## src/design/etc1_pkg.sv

```systemverilog
// ============================================================================
// ETC1 decoder package
// Shared types, constants and small decode helpers for the ETC1 block decoder.
// ============================================================================
`default_nettype none

package etc1_pkg;

  // Width constants of the fixed request and result fields.
  localparam int BlockW = 64;
  localparam int WidthW = 14;
  localparam int CoordW = 13;
  localparam int ChanW  = 8;

  // Reset value of the image width register.
  localparam logic [WidthW-1:0] WidthReset = 14'd256;

  // Depth of the queue between the front and the back part (a power of two).
  localparam int QueueDepth = 2;
  localparam int QueuePtrW  = $clog2(QueueDepth);
  localparam int QueueCntW  = $clog2(QueueDepth + 1);

  // Index of the last pixel of a block.
  localparam logic [3:0] LastPixel = 4'd15;

  // Input request: one compressed block plus its end-of-image marker.
  typedef struct packed {
    logic [BlockW-1:0] block_word;
    logic              last_block;
  } etc1_in_t;

  // Output result: one decoded pixel.
  typedef struct packed {
    logic [CoordW-1:0] pixel_x;
    logic [CoordW-1:0] pixel_y;
    logic [ChanW-1:0]  red;
    logic [ChanW-1:0]  green;
    logic [ChanW-1:0]  blue;
    logic              end_of_block;
    logic              end_of_image;
  } etc1_out_t;

  // One 8-bit base color.
  typedef struct packed {
    logic [ChanW-1:0] r;
    logic [ChanW-1:0] g;
    logic [ChanW-1:0] b;
  } etc1_rgb_t;

  // Decoded block as it waits in the queue for the back part.
  typedef struct packed {
    etc1_rgb_t         base0;
    etc1_rgb_t         base1;
    logic [2:0]        cw0;
    logic [2:0]        cw1;
    logic              flip;
    logic [15:0]       idx_lo;
    logic [15:0]       idx_hi;
    logic [CoordW-1:0] x_base;
    logic [CoordW-1:0] y_base;
    logic              last;
  } etc1_desc_t;

  // A decoded block together with its valid flag.
  typedef struct packed {
    logic       valid;
    etc1_desc_t desc;
  } etc1_entry_t;

  // Replicate a 4-bit color to 8 bits.
  function automatic logic [ChanW-1:0] expand4(input logic [3:0] v);
    return {v, v};
  endfunction

  // Replicate a 5-bit color to 8 bits.
  function automatic logic [ChanW-1:0] expand5(input logic [4:0] v);
    return {v, v[4:2]};
  endfunction

  // Base plus signed 3-bit delta, wrapped to 5 bits.
  function automatic logic [4:0] add_delta(input logic [4:0] v, input logic [2:0] d);
    return v + {{2{d[2]}}, d};
  endfunction

  // Intensity modifier for a table codeword and a 2-bit pixel index.
  function automatic logic signed [8:0] mod_lookup(input logic [2:0] cw,
                                                   input logic [1:0] idx);
    logic [7:0] small_mag;
    logic [7:0] big_mag;
    logic [8:0] mag;
    small_mag = 8'd0;
    big_mag   = 8'd0;
    case (cw)
      3'd0: begin small_mag = 8'd2;  big_mag = 8'd8;   end
      3'd1: begin small_mag = 8'd5;  big_mag = 8'd17;  end
      3'd2: begin small_mag = 8'd9;  big_mag = 8'd29;  end
      3'd3: begin small_mag = 8'd13; big_mag = 8'd42;  end
      3'd4: begin small_mag = 8'd18; big_mag = 8'd60;  end
      3'd5: begin small_mag = 8'd24; big_mag = 8'd80;  end
      3'd6: begin small_mag = 8'd33; big_mag = 8'd106; end
      3'd7: begin small_mag = 8'd47; big_mag = 8'd183; end
      default: begin small_mag = 8'd0; big_mag = 8'd0; end
    endcase
    mag = idx[0] ? {1'b0, big_mag} : {1'b0, small_mag};
    return idx[1] ? -$signed(mag) : $signed(mag);
  endfunction

  // Add a modifier to a channel and clamp to 0..255.
  function automatic logic [ChanW-1:0] clamp_add(input logic [ChanW-1:0] b,
                                                 input logic signed [8:0] m);
    logic signed [9:0] sum;
    sum = $signed({2'b00, b}) + $signed({m[8], m});
    if (sum[9]) begin
      return 8'd0;
    end else if (sum[8]) begin
      return 8'd255;
    end else begin
      return sum[7:0];
    end
  endfunction

endpackage

`default_nettype wire

```

## src/design/etc1_front.sv

```systemverilog
// ============================================================================
// ETC1 front part
// Accepts block requests, decodes base colors and codewords, and places each
// block on the image grid with the block column and row counters.
// ============================================================================
`default_nettype none

module etc1_front #(
  parameter int MAX_WIDTH  = 8192,
  parameter int MAX_HEIGHT = 8192
) (
  input  wire logic                        clk_i,
  input  wire logic                        rst_ni,
  input  wire logic                        in_valid_i,
  output logic                             in_stall_o,
  input  wire etc1_pkg::etc1_in_t          in_data_i,
  input  wire logic                        cfg_we_i,
  input  wire logic [etc1_pkg::WidthW-1:0] cfg_wdata_i,
  input  wire logic                        queue_full_i,
  output etc1_pkg::etc1_entry_t            push_o
);

  localparam int BprMax = MAX_WIDTH / 4;
  localparam int Rows   = MAX_HEIGHT / 4;
  localparam int ColW   = (BprMax > 1) ? $clog2(BprMax) : 1;
  localparam int RowW   = (Rows > 1) ? $clog2(Rows) : 1;
  localparam int CmpW   = 18;
  localparam logic [CmpW-1:0] BprMaxC = CmpW'(BprMax);
  localparam logic [CmpW-1:0] RowsC   = CmpW'(Rows);

  logic [etc1_pkg::WidthW-1:0] width_q;
  logic [ColW-1:0]             col_q, col_d;
  logic [RowW-1:0]             row_q, row_d;
  logic                        accept;
  logic [CmpW-1:0]             bpr_raw, bpr, col_inc, row_inc;
  logic [ColW+14:0]            col_ext;
  logic [RowW+14:0]            row_ext;
  logic [63:0]                 blk;
  logic [4:0]                  r5, g5, b5;
  etc1_pkg::etc1_desc_t        desc;

  assign blk        = in_data_i.block_word;
  assign in_stall_o = queue_full_i;
  assign accept     = in_valid_i && !queue_full_i;

  // Image width register.
  always_ff @(posedge clk_i or negedge rst_ni) begin
    if (!rst_ni) begin
      width_q <= etc1_pkg::WidthReset;
    end else if (cfg_we_i) begin
      width_q <= cfg_wdata_i;
    end
  end

  // Blocks per row, at least one and at most the widest row.
  always_comb begin
    bpr_raw = CmpW'(width_q[etc1_pkg::WidthW-1:2]);
    if (bpr_raw == '0) begin
      bpr = CmpW'(1);
    end else if (bpr_raw > BprMaxC) begin
      bpr = BprMaxC;
    end else begin
      bpr = bpr_raw;
    end
  end

  // Next block position; a last block sends both counters home.
  always_comb begin
    col_inc = CmpW'(col_q) + CmpW'(1);
    row_inc = CmpW'(row_q) + CmpW'(1);
    col_d   = col_q;
    row_d   = row_q;
    if (in_data_i.last_block) begin
      col_d = '0;
      row_d = '0;
    end else if (col_inc >= bpr) begin
      col_d = '0;
      row_d = (row_inc >= RowsC) ? '0 : row_inc[RowW-1:0];
    end else begin
      col_d = col_inc[ColW-1:0];
    end
  end

  always_ff @(posedge clk_i or negedge rst_ni) begin
    if (!rst_ni) begin
      col_q <= '0;
      row_q <= '0;
    end else if (accept) begin
      col_q <= col_d;
      row_q <= row_d;
    end
  end

  // Block decode: base colors in individual or differential mode.
  assign r5 = blk[63:59];
  assign g5 = blk[55:51];
  assign b5 = blk[47:43];
  assign col_ext = {13'd0, col_q, 2'b00};
  assign row_ext = {13'd0, row_q, 2'b00};

  always_comb begin
    if (blk[33]) begin
      desc.base0.r = etc1_pkg::expand5(r5);
      desc.base0.g = etc1_pkg::expand5(g5);
      desc.base0.b = etc1_pkg::expand5(b5);
      desc.base1.r = etc1_pkg::expand5(etc1_pkg::add_delta(r5, blk[58:56]));
      desc.base1.g = etc1_pkg::expand5(etc1_pkg::add_delta(g5, blk[50:48]));
      desc.base1.b = etc1_pkg::expand5(etc1_pkg::add_delta(b5, blk[42:40]));
    end else begin
      desc.base0.r = etc1_pkg::expand4(blk[63:60]);
      desc.base1.r = etc1_pkg::expand4(blk[59:56]);
      desc.base0.g = etc1_pkg::expand4(blk[55:52]);
      desc.base1.g = etc1_pkg::expand4(blk[51:48]);
      desc.base0.b = etc1_pkg::expand4(blk[47:44]);
      desc.base1.b = etc1_pkg::expand4(blk[43:40]);
    end
    desc.cw0    = blk[39:37];
    desc.cw1    = blk[36:34];
    desc.flip   = blk[32];
    desc.idx_hi = blk[31:16];
    desc.idx_lo = blk[15:0];
    desc.x_base = col_ext[etc1_pkg::CoordW-1:0];
    desc.y_base = row_ext[etc1_pkg::CoordW-1:0];
    desc.last   = in_data_i.last_block;
  end

  assign push_o.valid = accept;
  assign push_o.desc  = desc;

endmodule

`default_nettype wire

```

## src/design/etc1_queue.sv

```systemverilog
// ============================================================================
// ETC1 block queue
// Short first-in first-out queue of decoded blocks between front and back.
// ============================================================================
`default_nettype none

module etc1_queue (
  input  wire logic                  clk_i,
  input  wire logic                  rst_ni,
  input  wire etc1_pkg::etc1_entry_t push_i,
  input  wire logic                  pop_i,
  output logic                       full_o,
  output etc1_pkg::etc1_entry_t      head_o
);

  etc1_pkg::etc1_desc_t              mem_q [etc1_pkg::QueueDepth];
  logic [etc1_pkg::QueuePtrW-1:0]    wr_ptr_q, rd_ptr_q;
  logic [etc1_pkg::QueueCntW-1:0]    count_q;
  logic                              do_push, do_pop;

  assign full_o       = (count_q == etc1_pkg::QueueCntW'(etc1_pkg::QueueDepth));
  assign head_o.valid = (count_q != '0);
  assign head_o.desc  = mem_q[rd_ptr_q];
  assign do_push      = push_i.valid && !full_o;
  assign do_pop       = pop_i && head_o.valid;

  // Entry storage.
  always_ff @(posedge clk_i) begin
    if (do_push) begin
      mem_q[wr_ptr_q] <= push_i.desc;
    end
  end

  // Pointers and fill count.
  always_ff @(posedge clk_i or negedge rst_ni) begin
    if (!rst_ni) begin
      wr_ptr_q <= '0;
      rd_ptr_q <= '0;
      count_q  <= '0;
    end else begin
      if (do_push) begin
        wr_ptr_q <= wr_ptr_q + 1'b1;
      end
      if (do_pop) begin
        rd_ptr_q <= rd_ptr_q + 1'b1;
      end
      if (do_push && !do_pop) begin
        count_q <= count_q + 1'b1;
      end else if (do_pop && !do_push) begin
        count_q <= count_q - 1'b1;
      end
    end
  end

endmodule

`default_nettype wire

```

## src/design/etc1_back.sv

```systemverilog
// ============================================================================
// ETC1 back part
// Steps through the sixteen pixels of the queue head, applies the modifier
// and clamp, and holds each pixel in an output register until taken.
// ============================================================================
`default_nettype none

module etc1_back (
  input  wire logic                  clk_i,
  input  wire logic                  rst_ni,
  input  wire etc1_pkg::etc1_entry_t head_i,
  output logic                       pop_o,
  output logic                       out_valid_o,
  input  wire logic                  out_stall_i,
  output etc1_pkg::etc1_out_t        out_data_o
);

  logic [3:0]              pix_q;
  logic                    out_valid_q, out_valid_d;
  etc1_pkg::etc1_out_t     out_q, out_d;
  logic                    advance, load;
  logic                    sub, lo, hi;
  logic [2:0]              cw;
  logic signed [8:0]       modv;
  etc1_pkg::etc1_rgb_t     base;
  etc1_pkg::etc1_desc_t    d;

  assign d       = head_i.desc;
  assign advance = !out_valid_q || !out_stall_i;
  assign load    = advance && head_i.valid;
  assign pop_o   = load && (pix_q == etc1_pkg::LastPixel);

  // Pixel decode for the current index.
  always_comb begin
    sub  = d.flip ? pix_q[1] : pix_q[3];
    lo   = d.idx_lo[pix_q];
    hi   = d.idx_hi[pix_q];
    cw   = sub ? d.cw1 : d.cw0;
    base = sub ? d.base1 : d.base0;
    modv = etc1_pkg::mod_lookup(cw, {hi, lo});
    out_d.pixel_x      = d.x_base + {11'd0, pix_q[3:2]};
    out_d.pixel_y      = d.y_base + {11'd0, pix_q[1:0]};
    out_d.red          = etc1_pkg::clamp_add(base.r, modv);
    out_d.green        = etc1_pkg::clamp_add(base.g, modv);
    out_d.blue         = etc1_pkg::clamp_add(base.b, modv);
    out_d.end_of_block = (pix_q == etc1_pkg::LastPixel);
    out_d.end_of_image = (pix_q == etc1_pkg::LastPixel) && d.last;
  end

  // Output valid follows the head when the register may be refilled.
  always_comb begin
    if (advance) begin
      out_valid_d = head_i.valid;
    end else begin
      out_valid_d = out_valid_q;
    end
  end

  // Pixel counter and output valid.
  always_ff @(posedge clk_i or negedge rst_ni) begin
    if (!rst_ni) begin
      pix_q       <= '0;
      out_valid_q <= 1'b0;
    end else begin
      out_valid_q <= out_valid_d;
      if (load) begin
        pix_q <= pix_q + 1'b1;
      end
    end
  end

  // Output payload register.
  always_ff @(posedge clk_i) begin
    if (load) begin
      out_q <= out_d;
    end
  end

  assign out_valid_o = out_valid_q;
  assign out_data_o  = out_q;

endmodule

`default_nettype wire

```

## src/design/etc1_block_decoder_unit.sv

```systemverilog
// The first pixel of a block passes through the queue and then the output register before
// it is offered, when the back part is idle. Throughput: one pixel per cycle while the output
// is not stalled, set by the back part that emits one pixel each cycle; the two-entry queue
// lets the next block be accepted while the current one is emitted. Reset: block counters go
// to zero, image width to 256 and the queue empties.
// ============================================================================
// ETC1 block decoder
// Decodes 64-bit ETC1 blocks into sixteen RGB888 pixels with image positions.
// ============================================================================
`default_nettype none

module etc1_block_decoder_unit #(
  parameter int MAX_WIDTH  = 8192,
  parameter int MAX_HEIGHT = 8192
) (
  input  wire logic                        clk_i,
  input  wire logic                        rst_ni,
  input  wire logic                        in_valid_i,
  output logic                             in_stall_o,
  input  wire etc1_pkg::etc1_in_t          in_data_i,
  output logic                             out_valid_o,
  input  wire logic                        out_stall_i,
  output etc1_pkg::etc1_out_t              out_data_o,
  input  wire logic                        cfg_we_i,
  input  wire logic [etc1_pkg::WidthW-1:0] cfg_wdata_i
);

  etc1_pkg::etc1_entry_t push, head;
  logic                  queue_full, pop;

  // Front part: request intake, block decode and grid placement.
  etc1_front #(
    .MAX_WIDTH (MAX_WIDTH),
    .MAX_HEIGHT(MAX_HEIGHT)
  ) u_front (
    .clk_i       (clk_i),
    .rst_ni      (rst_ni),
    .in_valid_i  (in_valid_i),
    .in_stall_o  (in_stall_o),
    .in_data_i   (in_data_i),
    .cfg_we_i    (cfg_we_i),
    .cfg_wdata_i (cfg_wdata_i),
    .queue_full_i(queue_full),
    .push_o      (push)
  );

  // Queue of decoded blocks.
  etc1_queue u_queue (
    .clk_i (clk_i),
    .rst_ni(rst_ni),
    .push_i(push),
    .pop_i (pop),
    .full_o(queue_full),
    .head_o(head)
  );

  // Back part: per-pixel modifier, clamp and output register.
  etc1_back u_back (
    .clk_i      (clk_i),
    .rst_ni     (rst_ni),
    .head_i     (head),
    .pop_o      (pop),
    .out_valid_o(out_valid_o),
    .out_stall_i(out_stall_i),
    .out_data_o (out_data_o)
  );

endmodule

`default_nettype wire

```

## config.mk

```make
export PLATFORM = sky130hd
export DESIGN_NAME = etc1_block_decoder_unit
export DESIGN_NICKNAME = d
export VERILOG_FILES = /design/src/design/etc1_pkg.sv /design/src/design/etc1_front.sv /design/src/design/etc1_queue.sv /design/src/design/etc1_back.sv /design/src/design/etc1_block_decoder_unit.sv
export SDC_FILE = /design/constraint.sdc
export NUM_CORES = 1
export LEC_CHECK = 0
export BUFFER_PORTS_ARGS = -buffer_cell sky130_fd_sc_hd__clkbuf_2
export CORE_AREA = 4 4 229 231
export CTS_BUF_LIST = sky130_fd_sc_hd__clkbuf_4
export DETAILED_ROUTE_END_ITERATION = 8
export DIE_AREA = 0 0 233 235
export PLACE_DENSITY = 0.55
export SYNTH_ARGS = -nofsm -noshare
export SYNTH_HDL_FRONTEND = slang
export SYNTH_SLANG_ARGS = --single-unit
```

## constraint.sdc

```tcl
create_clock -name clk_i -period 15 [get_ports clk_i]
set_input_delay 0.75 -clock clk_i [delete_from_list [all_inputs] [get_ports clk_i]]
set_output_delay 0.75 -clock clk_i [all_outputs]
set_load 0.02 [all_outputs]
```

Word-level counts from Yosys, hierarchy flattened
Memories as Yosys holds them, arrays and structs flattened.
Cells that the tools add are included.
- equal/unequal tests: 2
- $add $sub $neg: 16
- mux-type cells: 24
- reductions and logical operators: 19
- order comparisons: 4
- operator list (cell ; number):
    two-way mux 11 bit ; 5
    two-way mux 44 bit ; 1
    two-way mux 8 bit ; 4
    adder 9 x 9 -> 10 bit ; 3
    adder 13 x 2 -> 13 bit ; 2
    adder 11 x 1 -> 12 bit (second input constant) ; 2
    two-way mux 12 bit ; 2
    two-way mux 24 bit ; 1
    greater-or-equal comparator 18 x 12 -> 1 bit ; 1
    greater-or-equal comparator 18 x 12 -> 1 bit (second input constant) ; 1
    adder 5 bit ; 3
    greater-than comparator 12 bit (second input constant) ; 1
    logical NOT 12 bit ; 1
    two-way mux 9 bit ; 1
    negation 9 bit ; 1
    binary-select mux 1 bit (select 4 bit) ; 2
    logical AND 1 bit ; 8
    nonzero test 2 bit ; 3
    logical NOT 1 bit ; 5
    < comparator 4 x 5 -> 1 bit (second input constant) ; 1
    two-way mux 1 bit ; 5
    adder 4 x 1 -> 4 bit (second input constant) ; 1
    equality test 4 bit (second input constant) ; 1
    two-way mux 2 bit ; 2
    7 further kinds ; 8
- register bits: 97
- memories: 2
- output and inout port bits: 54
- RAM bits: 220
- memory bits (read-only): 112
- logic and storage cells: 82
- memories (memory ; words ; bits a word ; rd ports ; clocked after memory_dff ; wr ports ; line ; RTL):
    u_queue.mem_q ; 2 ; 110 ; 1 ; 0 ; 1 ; etc1_queue.sv:16 ; etc1_pkg::etc1_desc_t mem_q [etc1_pkg::QueueDepth];
    (name not given) ; 8 ; 14 ; 1 ; 0 ; 0 ; etc1_pkg.sv:93 ; case (cw)

Longest topological paths before layout
Gate-level depths: netlist of the first run.
An unclocked memory read counts as a cell.
- word-level depth: 9
- gate-level depth with buffers: 24

Hierarchy
From an unflattened synthesis of the first run, not the netlist that was laid out.
- cells, all modules: 1324
- area, all modules: 17215.3 um^2
- by module, submodules not included (module ; area each (um^2) ; times used ; seq. area each (um^2) ; cells an instance):
    etc1_queue ; 8624.5 ; 1 ; 6946.7 ; 374
    etc1_back ; 5277.6 ; 1 ; 1686.6 ; 553
    etc1_front ; 3313.2 ; 1 ; 852.1 ; 397

Worst setup path after synthesis of the first run
OpenSTA, ideal clock, no wires.
- kind: input -> register
- start point: in in_valid_i
- end point: mem u_queue.mem_q[0][0] (netlist bit) (enable)
- setup time: 0.581 ns
- buffers on the path: 1
- data required time: 14.419 ns
- arrival time: 5.700 ns
- setup slack: 8.720 ns
- cell stages on the path: 3
- path through: nand2_1 -> clkbuf_1 -> nor2_1
- cells in the longest elaborated chain, start to end: 4
- ends and longest elaborated chain (element ; line ; RTL):
    start, declared ; etc1_block_decoder_unit.sv:18 ; input wire logic in_valid_i,
    logical AND 1 bit ; etc1_front.sv:44 ; assign accept = in_valid_i && !queue_full_i;
    logical AND 1 bit ; etc1_queue.sv:24 ; assign do_push = push_i.valid && !full_o;
    two-way mux 1 bit ; etc1_queue.sv:29 ; if (do_push) begin
    two-way mux 1 bit (implied by the code) ; etc1_queue.sv:30 ; mem_q[wr_ptr_q] <= push_i.desc;
    end, declared ; etc1_queue.sv:16 ;
Every way passes these cells.

Final worst setup path of the first run
- start point: reg u_back.pix_q[1]
- end point: reg u_back.out_q, in the netlist u_back.out_data_o[5], data pin
- cells in the longest elaborated chain, start to end: 8
- elaborated cells between the ends (all ways): 13
- ends and longest elaborated chain (element ; line ; RTL):
    start, declared ; etc1_back.sv:18 ; logic [3:0] pix_q;
    start signal, assigned ; etc1_back.sv:67 ; pix_q <= pix_q + 1'b1;
    two-way mux 1 bit ; etc1_back.sv:35 ; sub = d.flip ? pix_q[1] : pix_q[3];
    two-way mux 3 bit ; etc1_back.sv:38 ; cw = sub ? d.cw1 : d.cw0;
    memory (8 x 14 bit) ; -- ;
    two-way mux 8 bit ; etc1_pkg.sv:104 ; mag = idx[0] ? {1'b0, big_mag} : {1'b0, small_mag};
    negation 9 bit ; etc1_pkg.sv:105 ; return idx[1] ? -$signed(mag) : $signed(mag);
    two-way mux 9 bit ; etc1_pkg.sv:105 ;
    adder 9 x 9 -> 10 bit * ; etc1_pkg.sv:112 ; sum = $signed({2'b00, b}) + $signed({m[8], m});
    two-way mux 8 bit ; etc1_pkg.sv:115 ; end else if (sum[8]) begin
    end signal, assigned ; etc1_back.sv:75 ; out_q <= out_d;
    end, declared ; etc1_back.sv:20 ; etc1_pkg::etc1_out_t out_q, out_d;
Mark *: on every way between the ends. The rest lies on a longest branch, timed or not. The select of a mux whose other input is x is not followed.
A chain may end at the register's enable or synchronous reset.

==> results.md, run 1 <==
* Initial Util at 0.299
* Async SR Flop Fraction at 0.137
* Synth cell types at 68
* Row Count at between 80 and 90
* CP Max Fanout at 20
* Hold WS at between 150 and 200 ps
* Grt total ovfl at 0
* WL per Instance at 16.6 um
* DRC Markers at 0
* Largest net degree at the start of global routing at 63
* H-tree levels at 3
* Largest family of logic cells by synthesized area: multiplexers
* Number of synthesized flops with an enable pin at 272
* Post-synth top flop: edfxtp_1
* Share of cells above drive strength 1 at 0.308
* Vias in the first global route at between 9000 and 10000
* Most frequent cells in the layout: edfxtp_1, clkbuf_2, clkbuf_4, nand2_1, ha_1
* Xor/xnor cell area share of the yosys netlist at 0.0340
* Actual slew at the worst max-slew pin at approximately 980 ps
* Reg-to-Reg End: u_back.out_data_o[5]
* IO Pins at ~140
* Starting DRT DRC Count at 491
* CTS Hold Bufs at 1
* GR Util All Layers at 0.121
* Worst skew pair latency at just under 800 ps
* Final weighted congestion of routability-driven global placement at about 0.76
* Hold WC Path Type: in -> reg
* Placed Cells at approximately 1800
* FF+latch count, synth at ~320
* Syn nets at approximately 1200
* Synth warnings at 0
* IO buf count at about 140
* CP peak stage delay at slightly below 1000 ps
* CP Class: reg -> reg
* Mean Syn Cell Area at roughly 15 um2
* Seq/Total Area, Yosys at 0.618
* Die area at 0.0548 mm2
* DRT Pass-1 Iters at 4
* Max capacitance violation total at 0
* Crit path from: u_back.pix_q[1]
* CP Launch Type: register
* Crit path to: u_back.out_data_o[5]
* CTS Buffer Depth at 3
* Most common cell after layout, fill and taps aside: edfxtp_1
* Tcrit/Tclk final at 0.428
* Number of setup buffers added after CTS at 0
* Worst reg2reg path startpoint: u_back.pix_q[1]
* Net count, final at ~1400
* FF-to-FF setup slack at around 8600 ps
* FF-to-FF path depth at 19
* Initial antenna violation count at 2
* Clk_skew at ~57 ps
* Post-synthesis simple-gate area fraction at 0.0610
* Post-Synthesis Cells at a little over 1000
* Synth Area in Compound Gates at 0.0846
* Tmin final at between 6000 and 7000 ps
* Hold Fails Final Rpt at 0
* Netlist Area Pre-Place at roughly 0.015 mm2
* FMAX at roughly 0.16 GHz
* Final wirelength at 32.9 mm
* Die span in y at 235 um
* Outcome: completed
* # setup viols final at 0
* Root buffer cell: clkbuf_4
* First-pass GRT wire length at approximately 52 mm
* P&R area growth vs syn at 18.1%
* Relative slew margins at 0.346
* Post-Route Setup TNS at 0 ps
* Non-filler cells in the finished layout at around 2000
* Clock sink total at between 300 and 400
* Post-cts sizing count at 0
* CP endpoint kind: register
* Die W at ~230 um
* RSZ-0062 raised after global routing: false
* Vias per Instance at between 4 and 5
* Post-Synth Adder-Cell Area at 0.0572
* DP HPWL at 22.0 mm
* Core Region at approximately 0.050 mm2
* Multiplexer share of the synthesized area at 0.119
* CTS clk-pin slew, worst paths at ~70 ps
* DRT antenna net count at 0
* Final Max Tran Viols at 0
* Vias at around 9000
* Slowest cell on crit path: dfrtp_1
* WP data required at approximately 16000 ps
* Worst path arrival time at about 7000 ps
* Inserted Clock Buffers at 89
* CP cell instances: mux2i_2 > mux2i_1 > mux2i_1 > inv_1 > ha_1 > or4_1 > a222oi_1 > mux2_2 > nor2_1 > xnor2_1 > ha_1 > inv_1 > o21ai_0 > a21oi_1 > o21bai_1 > a21oi_1 > nor2b_1 > or3_1 > o21a_1
* CTS tree: done
final cells by class:
class                           count  area, um2
Antenna cell                        4       10.0
Clock buffer                      133        998
Clock inverter                     26        213
Fill cell                        4996      32400
Inverter                           58        218
Multi-Input combinational cell    624       5350
Sequential cell                   315       9250
Tap cell                          672        841
Timing Repair Buffer              148        776
worst max-delay path: cells and delay by family, from the launching register on:
| family | cells | cell delay, ps |
|---|---|---|
| flops | 1 | 980 |
| xor+xnor | 1 | 470 |
| compound gates | 6 | 1270 |
| buf+inv | 2 | 250 |
| mux | 4 | 1360 |
| fa+ha+maj | 2 | 760 |
| simple gates | 4 | 1080 |
cells in the mapped netlist (4+ instances only):
cell type / instances / area share
mux4_2: 37 / 0.056
xor2_1: 10 / 0.0059
o21a_1: 13 / 0.0065
dfrtp_1: 42 / 0.070
o21ai_0: 28 / 0.0094
mux2_2: 53 / 0.040
ha_1: 57 / 0.048
clkbuf_1: 20 / 0.0050
mux2i_1: 30 / 0.020
edfxtp_1: 272 / 0.55
nand3b_1: 5 / 0.0025
xnor2_1: 48 / 0.028
a31oi_1: 6 / 0.0025
nand2b_1: 7 / 0.0029
o211ai_1: 10 / 0.0050
a21o_1: 18 / 0.0090
inv_1: 56 / 0.014
nand2_1: 83 / 0.021
nor3_1: 8 / 0.0027
nor2_1: 43 / 0.011
buf_6: 5 / 0.0038
and3_1: 5 / 0.0021
nand3_1: 19 / 0.0064
buf_1: 4 / 0.0010
fa_1: 6 / 0.0080
a21oi_1: 47 / 0.016
nor2b_1: 11 / 0.0046
o21bai_1: 9 / 0.0045
a221o_1: 5 / 0.0033
a32o_1: 9 / 0.0060
logic make-up after synthesis:
logic type	after synthesis
AO/OA/AOI/OAI	180
XOR/XNOR	58
multiplexers	123
flip-flops	315
buffers and inverters	91
AND/OR/NAND/NOR	198
adder cells (fa/ha/maj)	65
worst min-delay path by stage:
stage	start	cells after the start	to	slack [ps]
detailed placement	u_queue.count_q[1]	1	u_queue.count_q[1]	490
finish	in_data_i[18]	1	u_queue.mem_q[0][24]	170
global route	in_data_i[18]	1	u_queue.mem_q[0][24]	40
CTS	in_data_i[18]	1	u_queue.mem_q[0][24]	40
floorplan	u_front.col_q[10]	0	u_queue.mem_q[0][22]	440
global placement	u_queue.count_q[1]	1	u_queue.count_q[1]	490
sequential cells by signal (all words and copies together), names as in the netlist:
| signal | flops |
|---|---|
| u_back.out_data_o | 52 |
| u_back.out_valid_o | 1 |
| u_back.pix_q | 4 |
| u_front.col_q | 11 |
| u_front.row_q | 11 |
| u_front.width_q | 12 |
| u_queue.count_q | 2 |
| u_queue.mem_q | 220 |
| u_queue.rd_ptr_q | 1 |
| u_queue.wr_ptr_q | 1 |
metal layers:
| layer | vias up | global-route usage | routed length, um |
|---|---|---|---|
| met3 | 59 | 0.0343 | 1680 |
| li1 | 4393 | - | - |
| met5 | - | 0 | 0 |
| met2 | 200 | 0.202 | 16200 |
| met4 | 0 | 0.0467 | 761 |
| met1 | 4383 | 0.149 | 14300 |
through the flow:
stage | util | area [um2] | worst slack [ps]
6_report | 0.353 | 17700 | 8580
5_1_grt | 0.353 | 17700 | 8100
4_1_cts | 0.352 | 17600 | 8580
3_5_place_dp | 0.328 | 16400 | 8560
3_3_place_gp | 0.328 | 16400 | 8620
2_1_floorplan | - | 15000 | 8720
Power of run 1 is left out: the tool's default activity adds up to more than one toggle a clock period on the data nets, which glitch-free logic cannot reach.
==> run 2: changes to the inputs <==
PLACE_DENSITY = 0.56   (was 0.55)
clock period = 5.9 ns   (was 15 ns; I/O delays follow)
==> run 2 against run 1 <==
  * Global-route usage is 0.39 points higher
  * Cell area is 4.7% higher
  * Wire length is 2.8% higher
  * Largest cell class unchanged
==> results.md, run 2 (same netlist as run 1, synthesis figures left out) <==
* CTS clk-pin slew, worst paths at 70 ps (about the same)
* Pre-CTS setup slack at 339 ps (-8220 ps)
* H-tree levels at 3 (unchanged)
* Die W at 233 um (unchanged)
* Inserted Clock Buffers at 87 (-2.2%)
* IO buf count at 135 (unchanged)
* CP peak stage delay at 510 ps (-470 ps)
* Max reg flops at 220 (unchanged)
* WL per Instance at 16.3 um (-1.7%)
* DP HPWL at 22.8 mm (+3.3%)
* DRT Pass-1 Iters at 5 (+1)
* Initial Util at 0.299 (unchanged)
* FF-to-FF path depth at 18 (-1)
* CP cell instances: buf_4 > mux4_2 > o21ai_0 > o22ai_1 > a211oi_4 > mux2_2 > inv_1 > ha_1 > mux2_2 > ha_1 > a21o_1 > a21oi_1 > o21bai_1 > a21oi_1 > o21bai_1 > maj3_2 > a211oi_4 > a21oi_1
* Final weighted congestion of routability-driven global placement at 0.810 (+6.9%)
* Largest net degree at the start of global routing at 98 (+56%)
* Row Count at 82 (unchanged)
* CP endpoint kind: register
* Top reg by flops: u_queue.mem_q
* Actual slew at the worst max-slew pin at 1180 ps (+204 ps)
* Reg-to-Reg End: u_back.out_data_o[23]
* Root buffer cell: clkbuf_4
* Most frequent cells in the layout: edfxtp_1, clkbuf_2, clkbuf_4, dlygate4sd3_1, nand2_1
* IO Pins at 138 (unchanged)
* Slowest cell on crit path: dfrtp_1
* Clock sink total at 315 (unchanged)
* CP Launch Type: register
* Worst path arrival time at 5840 ps (-1090 ps)
* Net count, final at 1479 (+6.9%)
* FF-to-FF setup slack at 540 ps (-8050 ps)
* CTS Buffer Depth at 3 (unchanged)
* Number of setup buffers added after CTS at 0 (unchanged)
* DRT antenna net count at 0 (unchanged)
* GR Util All Layers at 0.125 (+0.00394)
* Worst Setup Slack, final at 538 ps (-8050 ps)
* Outcome: completed
* Tcrit/Tclk final at 0.909 (+0.481)
* FMAX at 0.186 GHz (+20%)
* Clk_skew at 74.9 ps (+18.1 ps)
* Vias in the first global route at 10100 (+5.5%)
* Final Max Tran Viols at 0 (unchanged)
* First-pass GRT wire length at 54.1 mm (+4.1%)
* Final Cell Area at 0.0185 mm2 (+4.7%)
* Relative slew margins at 0.206 (-0.140)
* Hold WC Path Type: in -> async
* Worst reg2reg path startpoint: u_back.pix_q[1]
* Final wirelength at 33.8 mm (+2.8%)
* Top cell by count, worst path: a21oi_1
* P&R area growth vs syn at 23.6%
* Most common cell after layout, fill and taps aside: edfxtp_1
* # setup viols final at 0 (unchanged)
* Die span in y at 235 um (unchanged)
* Tmin final at 5360 ps (-1050 ps)
* Die area at 0.0548 mm2 (unchanged)
* Vias at 9496 (+5.1%)
* Share of cells above drive strength 1 at 0.286 (-0.0220)
* Hold Fails Final Rpt at 0 (unchanged)
* Initial antenna violation count at 1 (-1)
* CTS tree: done
* CP Class: reg -> reg
* RSZ-0062 raised after global routing: false
* Starting DRT DRC Count at 464 (-5.5%)
* Vias per Instance at 4.59 (+0.48%)
* DRC Markers at 0 (unchanged)
* Core Region at 0.0501 mm2 (unchanged)
* Worst skew pair latency at 790 ps (about the same)
* CP Max Fanout at 10 (-50%)
* WP data required at 6380 ps (-9130 ps)
* Max capacitance violation total at 0 (unchanged)
* Utilization after layout at 0.369 (+0.0166)
* Post-Route Setup TNS at 0 ps (unchanged)
* Grt total ovfl at 0 (unchanged)
* Cell Area, Placed at 0.0165 mm2 (+0.45%)
-- run 2: metrics by stage --
step                      std cells  hold slack [ps]
after floorplan                1030           -0.591
after global placement         1823              439
after detailed placement       1823              442
after CTS                      2069             36.9
after global routing           2070              108
final                          2071              139
-- run 2: final cells by class --
class / instances / area, um2
Timing Repair Buffer: 246 / 1750
Inverter: 58 / 218
Clock inverter: 32 / 133
Sequential cell: 315 / 9250
Antenna cell: 2 / 5.00
Multi-Input combinational cell: 624 / 5370
Tap cell: 672 / 841
Fill cell: 4877 / 31600
Clock buffer: 122 / 916
-- run 2: per-layer routing --
| metal | track usage | wire length (um) | up-vias |
|---|---|---|---|
| met1 | 0.154 | 14600 | 4621 |
| met5 | 0 | 0 | - |
| met3 | 0.0300 | 1550 | 53 |
| met2 | 0.212 | 17000 | 233 |
| li1 | - | - | 4589 |
| met4 | 0.0505 | 667 | 0 |
-- run 2: worst max-delay path: cells and delay by family (launching register included) --
family          cells  cell delay (ps)
compound gates     10             2000
fa+ha+maj           3              890
buf+inv             2              340
flops               1              510
mux                 3             1340
-- run 2: how the worst max path moves through the flow --
stage	start	slack (ps)	cells past startpoint	to
after floorplan	u_back.pix_q[0]	770	20	u_back.out_data_o[4]
after global placement	u_back.pix_q[0]	410	19	u_back.out_data_o[6]
after detailed placement	u_back.pix_q[0]	340	19	u_back.out_data_o[6]
after CTS	u_back.pix_q[0]	300	19	u_back.out_data_o[6]
after global routing	u_back.pix_q[3]	30	23	u_back.out_data_o[5]
final	u_back.pix_q[1]	540	18	u_back.out_data_o[23]
-- run 2: repair_timing --
action                                  4_1_cts  5_1_grt
resized for setup                             0        3
endpoints found under the setup margin        0        8
hold endpoints to repair                    255        0
hold buffers                                 92        0
Power of run 2 is left out for the same reason.
==> run 3: changes to the inputs <==
CORE_AREA = 4 4 245 247   (was 4 4 229 231)
DIE_AREA = 0 0 249 251   (was 0 0 233 235)
PLACE_DENSITY = 0.54   (was 0.56)
SYNTH_HIERARCHICAL = 1   (was not set)
clock period = 5.25 ns   (was 5.9 ns; I/O delays follow)
==> run 3 against run 2 <==
  * Clock skew is 3.7 ps lower
  * Worst hold slack improved by 43 ps
  * Clock-buffer cell count fell by 7
  * Area after synthesis up 15%
  * Sequential share of layout area is 5.5 points lower
  * Core utilization up 0.082 points
  * Largest cell class unchanged
==> results.md, run 3 <==
* Vias at 11200 (+18%)
* DP HPWL at 27.6 mm (+21%)
* Actual slew at the worst max-slew pin at 1010 ps (-177 ps)
* Mean Syn Cell Area at 13.0 um2 (-10%)
* GR Util All Layers at 0.127 (+0.00151)
* Final weighted congestion of routability-driven global placement at 0.809 (-0.15%)
* Synth area leaders: edfxtp_1, mux2_2, dfrtp_1
* Most common cell after layout, fill and taps aside: edfxtp_1
* Seq/Total Area, Yosys at 0.551 (-0.0672)
* Final Max Tran Viols at 0 (unchanged)
* Max reg flops at 228 (+3.6%)
* Max capacitance violation total at 0 (unchanged)
* CP endpoint kind: register
* FMAX at 0.194 GHz (+4.1%)
* Synth warnings at 6 (+6)
* Non-filler cells in the finished layout at 2466 (+19%)
* WP data required at 5780 ps (-600 ps)
* Cell Area, Placed at 0.0190 mm2 (+15%)
* Commonest cells post-synth: edfxtp_1, nand2_1, mux2_2
* Filler cell count at 5650 (+16%)
* Inserted Clock Buffers at 89 (+2.3%)
* Synth cell types at 91 (+34%)
* Vias per Instance at 4.54 (-0.89%)
* Final wirelength at 40.0 mm (+18%)
* Row Count at 88 (+7.3%)
* Pre-CTS setup slack at -59.7 ps (-399 ps)
* Worst reg2reg path startpoint: u_queue/rd_ptr_q
* Top-area cell type share of the netlist area at 0.488 (-0.0578)
* CP Launch Type: register
* Worst skew pair latency at 810 ps (+20 ps)
* Post-synth top flop: edfxtp_1
* P&R area growth vs syn at 23.8%
* Starting DRT DRC Count at 529 (+14%)
* Top sig layer: met5
* Hold Fails Final Rpt at 0 (unchanged)
* Root buffer cell: clkbuf_4
* First-pass GRT wire length at 63.2 mm (+17%)
* IO Pins at 138 (unchanged)
* Grt total ovfl at 0 (unchanged)
* Cell with the most instances after synthesis: edfxtp_1
* Top reg by flops: u_queue/mem_q
* Tmin final at 5150 ps (-209 ps)
* Die span in y at 251 um (+6.8%)
* Clk_skew at 71.2 ps (-3.74 ps)
* Netlist Area Pre-Place at 0.0172 mm2 (+15%)
* # setup viols final at 0 (unchanged)
* DRT Pass-1 Iters at 5 (unchanged)
* Vias in the first global route at 11700 (+16%)
* Largest net degree at the start of global routing at 58 (-41%)
* Die W at 249 um (+6.9%)
* Final Cell Area at 0.0213 mm2 (+15%)
* Outcome: completed
* CTS clk-pin slew, worst paths at 60 ps (about the same)
* H-tree levels at 3 (unchanged)
* Die area at 0.0625 mm2 (+14%)
* Hold WC Path Type: in -> reg
* Core Region at 0.0576 mm2 (+15%)
* Largest area contributor in the netlist: edfxtp_1
* CP Class: reg -> reg
* Net count, final at 1781 (+20%)
* Worst Setup Slack, final at 96.9 ps (-441 ps)
* Worst Hold Launch: in_data_i[18]
* Number of synthesized flops with an enable pin at 280 (+2.9%)
* CTS Buffer Depth at 3 (unchanged)
* Crit path from: u_queue/rd_ptr_q
* Initial antenna violation count at 4 (+3)
* Async SR Flop Fraction at 0.133 (-0.00338)
* Worst path arrival time at 5680 ps (-160 ps)
* FF+latch count, synth at 323 (+2.5%)
* WL per Instance at 16.2 um (-0.63%)
* Initial Util at 0.299 (about the same)
* Relative slew margins at 0.309 (+0.103)
* DRC Markers at 0 (unchanged)
* RSZ-0062 raised after global routing: true
* DR WL met2 at 20.5 mm (+20%)
* CTS tree: done
* CP Max Fanout at 8 (-2)
* Tcrit/Tclk final at 0.982 (+0.0727)
* Placed Cells at 2207 (+21%)
* Met1 wire length at 16.7 mm (+15%)
* Post-Synthesis Cells at 1324 (+29%)
* IO buf count at 135 (unchanged)
* DRT antenna net count at 0 (unchanged)
* Share of cells above drive strength 1 at 0.344 (+0.0578)
* Met3 WL at 1.87 mm (+21%)
* Most frequent cells in the layout: edfxtp_1, nand2_1, clkbuf_2, clkbuf_4, dlygate4sd3_1
* Clock sink total at 323 (+2.5%)
## run 3: cell types whose count changed in the layout (fill, tap and decap cells not counted), sizes merged, moves of 11 or more
cell   delta
mux2     +94
nand2    +90
buf      +68
mux4     -31
xnor2    +20
mux2i    -16
nand3    +12
and2     +11
o21ai    +11
o31ai    +11
## run 3: per-stage QoR
step	util	hold WS (ps)	TNS (ps)
floorplan	-	-33.1	-2700
global placement	0.330	395	0
detailed placement	0.330	398	-152
CTS	0.366	52.9	0
global route	0.370	62.3	-1370
finish	0.370	182	0
## run 3: kinds of logic (layout without fill, tap and decap cells)
logic type,after synthesis,in the layout,share of synthesized area
AOI/OAI and AO/OA,191,191,0.0821
xor gates and xnor gates,88,88,0.0460
adders and majority gates,69,69,0.0531
buffers and inverters,151,521,0.0522
DFF,323,323,0.551
muxes,170,170,0.127
other,1,8,0.000218
and+or+nand+nor,331,331,0.0886
## run 3: path summary, 6_finish.rpt
path / endpoint / slack, ps / depth (start not counted)
setup reg to reg: u_back/out_data_o[22] / 100 / 23
setup / recovery: u_back/out_data_o[22] / 100 / 23
hold reg to reg: u_queue/count_q[1] / 510 / 1
min in group asynchronous: u_front/width_q[2] / 620 / 4
hold / removal: u_queue/mem_q[0][28] / 180 / 2
max in group asynchronous: u_queue/rd_ptr_q / 4110 / 4
## run 3: area by class of cell
cell class	instances	area (um2)	area share
antenna	4	10.0	0.000470
clock buffer	115	863	0.0405
clock inverter	41	240	0.0113
inverter	49	184	0.00863
multi-input combinational	853	7190	0.337
sequential	323	9490	0.445
tap	765	957	0.0449
timing repair buffer	316	2380	0.112
## run 3: critical path, stage by stage (launching register included)
cell	delay, ps
dfrtp_4	510
buf_12	160
mux2_4	290
mux2_4	270
a222oi_1	370
buf_4	190
a21o_1	130
and3_1	150
a21o_1	110
inv_1	50
ha_2	180
inv_2	90
nand2_4	70
xnor2_4	320
ha_4	250
a21o_1	200
a21oi_4	190
o21bai_4	100
o32ai_2	280
nor3_2	90
and2_4	160
or4_4	490
nand3_4	130
a21oi_1	90
## run 3: metal layers
layer,GRT usage,vias to the layer above
met5,0,-
met4,0.0441,2
met3,0.0313,72
met2,0.225,225
met1,0.151,5411
li1,-,5496
## run 3: what timing repair did
action	CTS	global route
pin swaps	0	14
setup buffers	0	5
hold endpoints to repair	241	0
gates resized for setup	3	32
hold buffers	94	0
setup endpoints to repair	8	24
Power of run 3 is left out for the same reason.
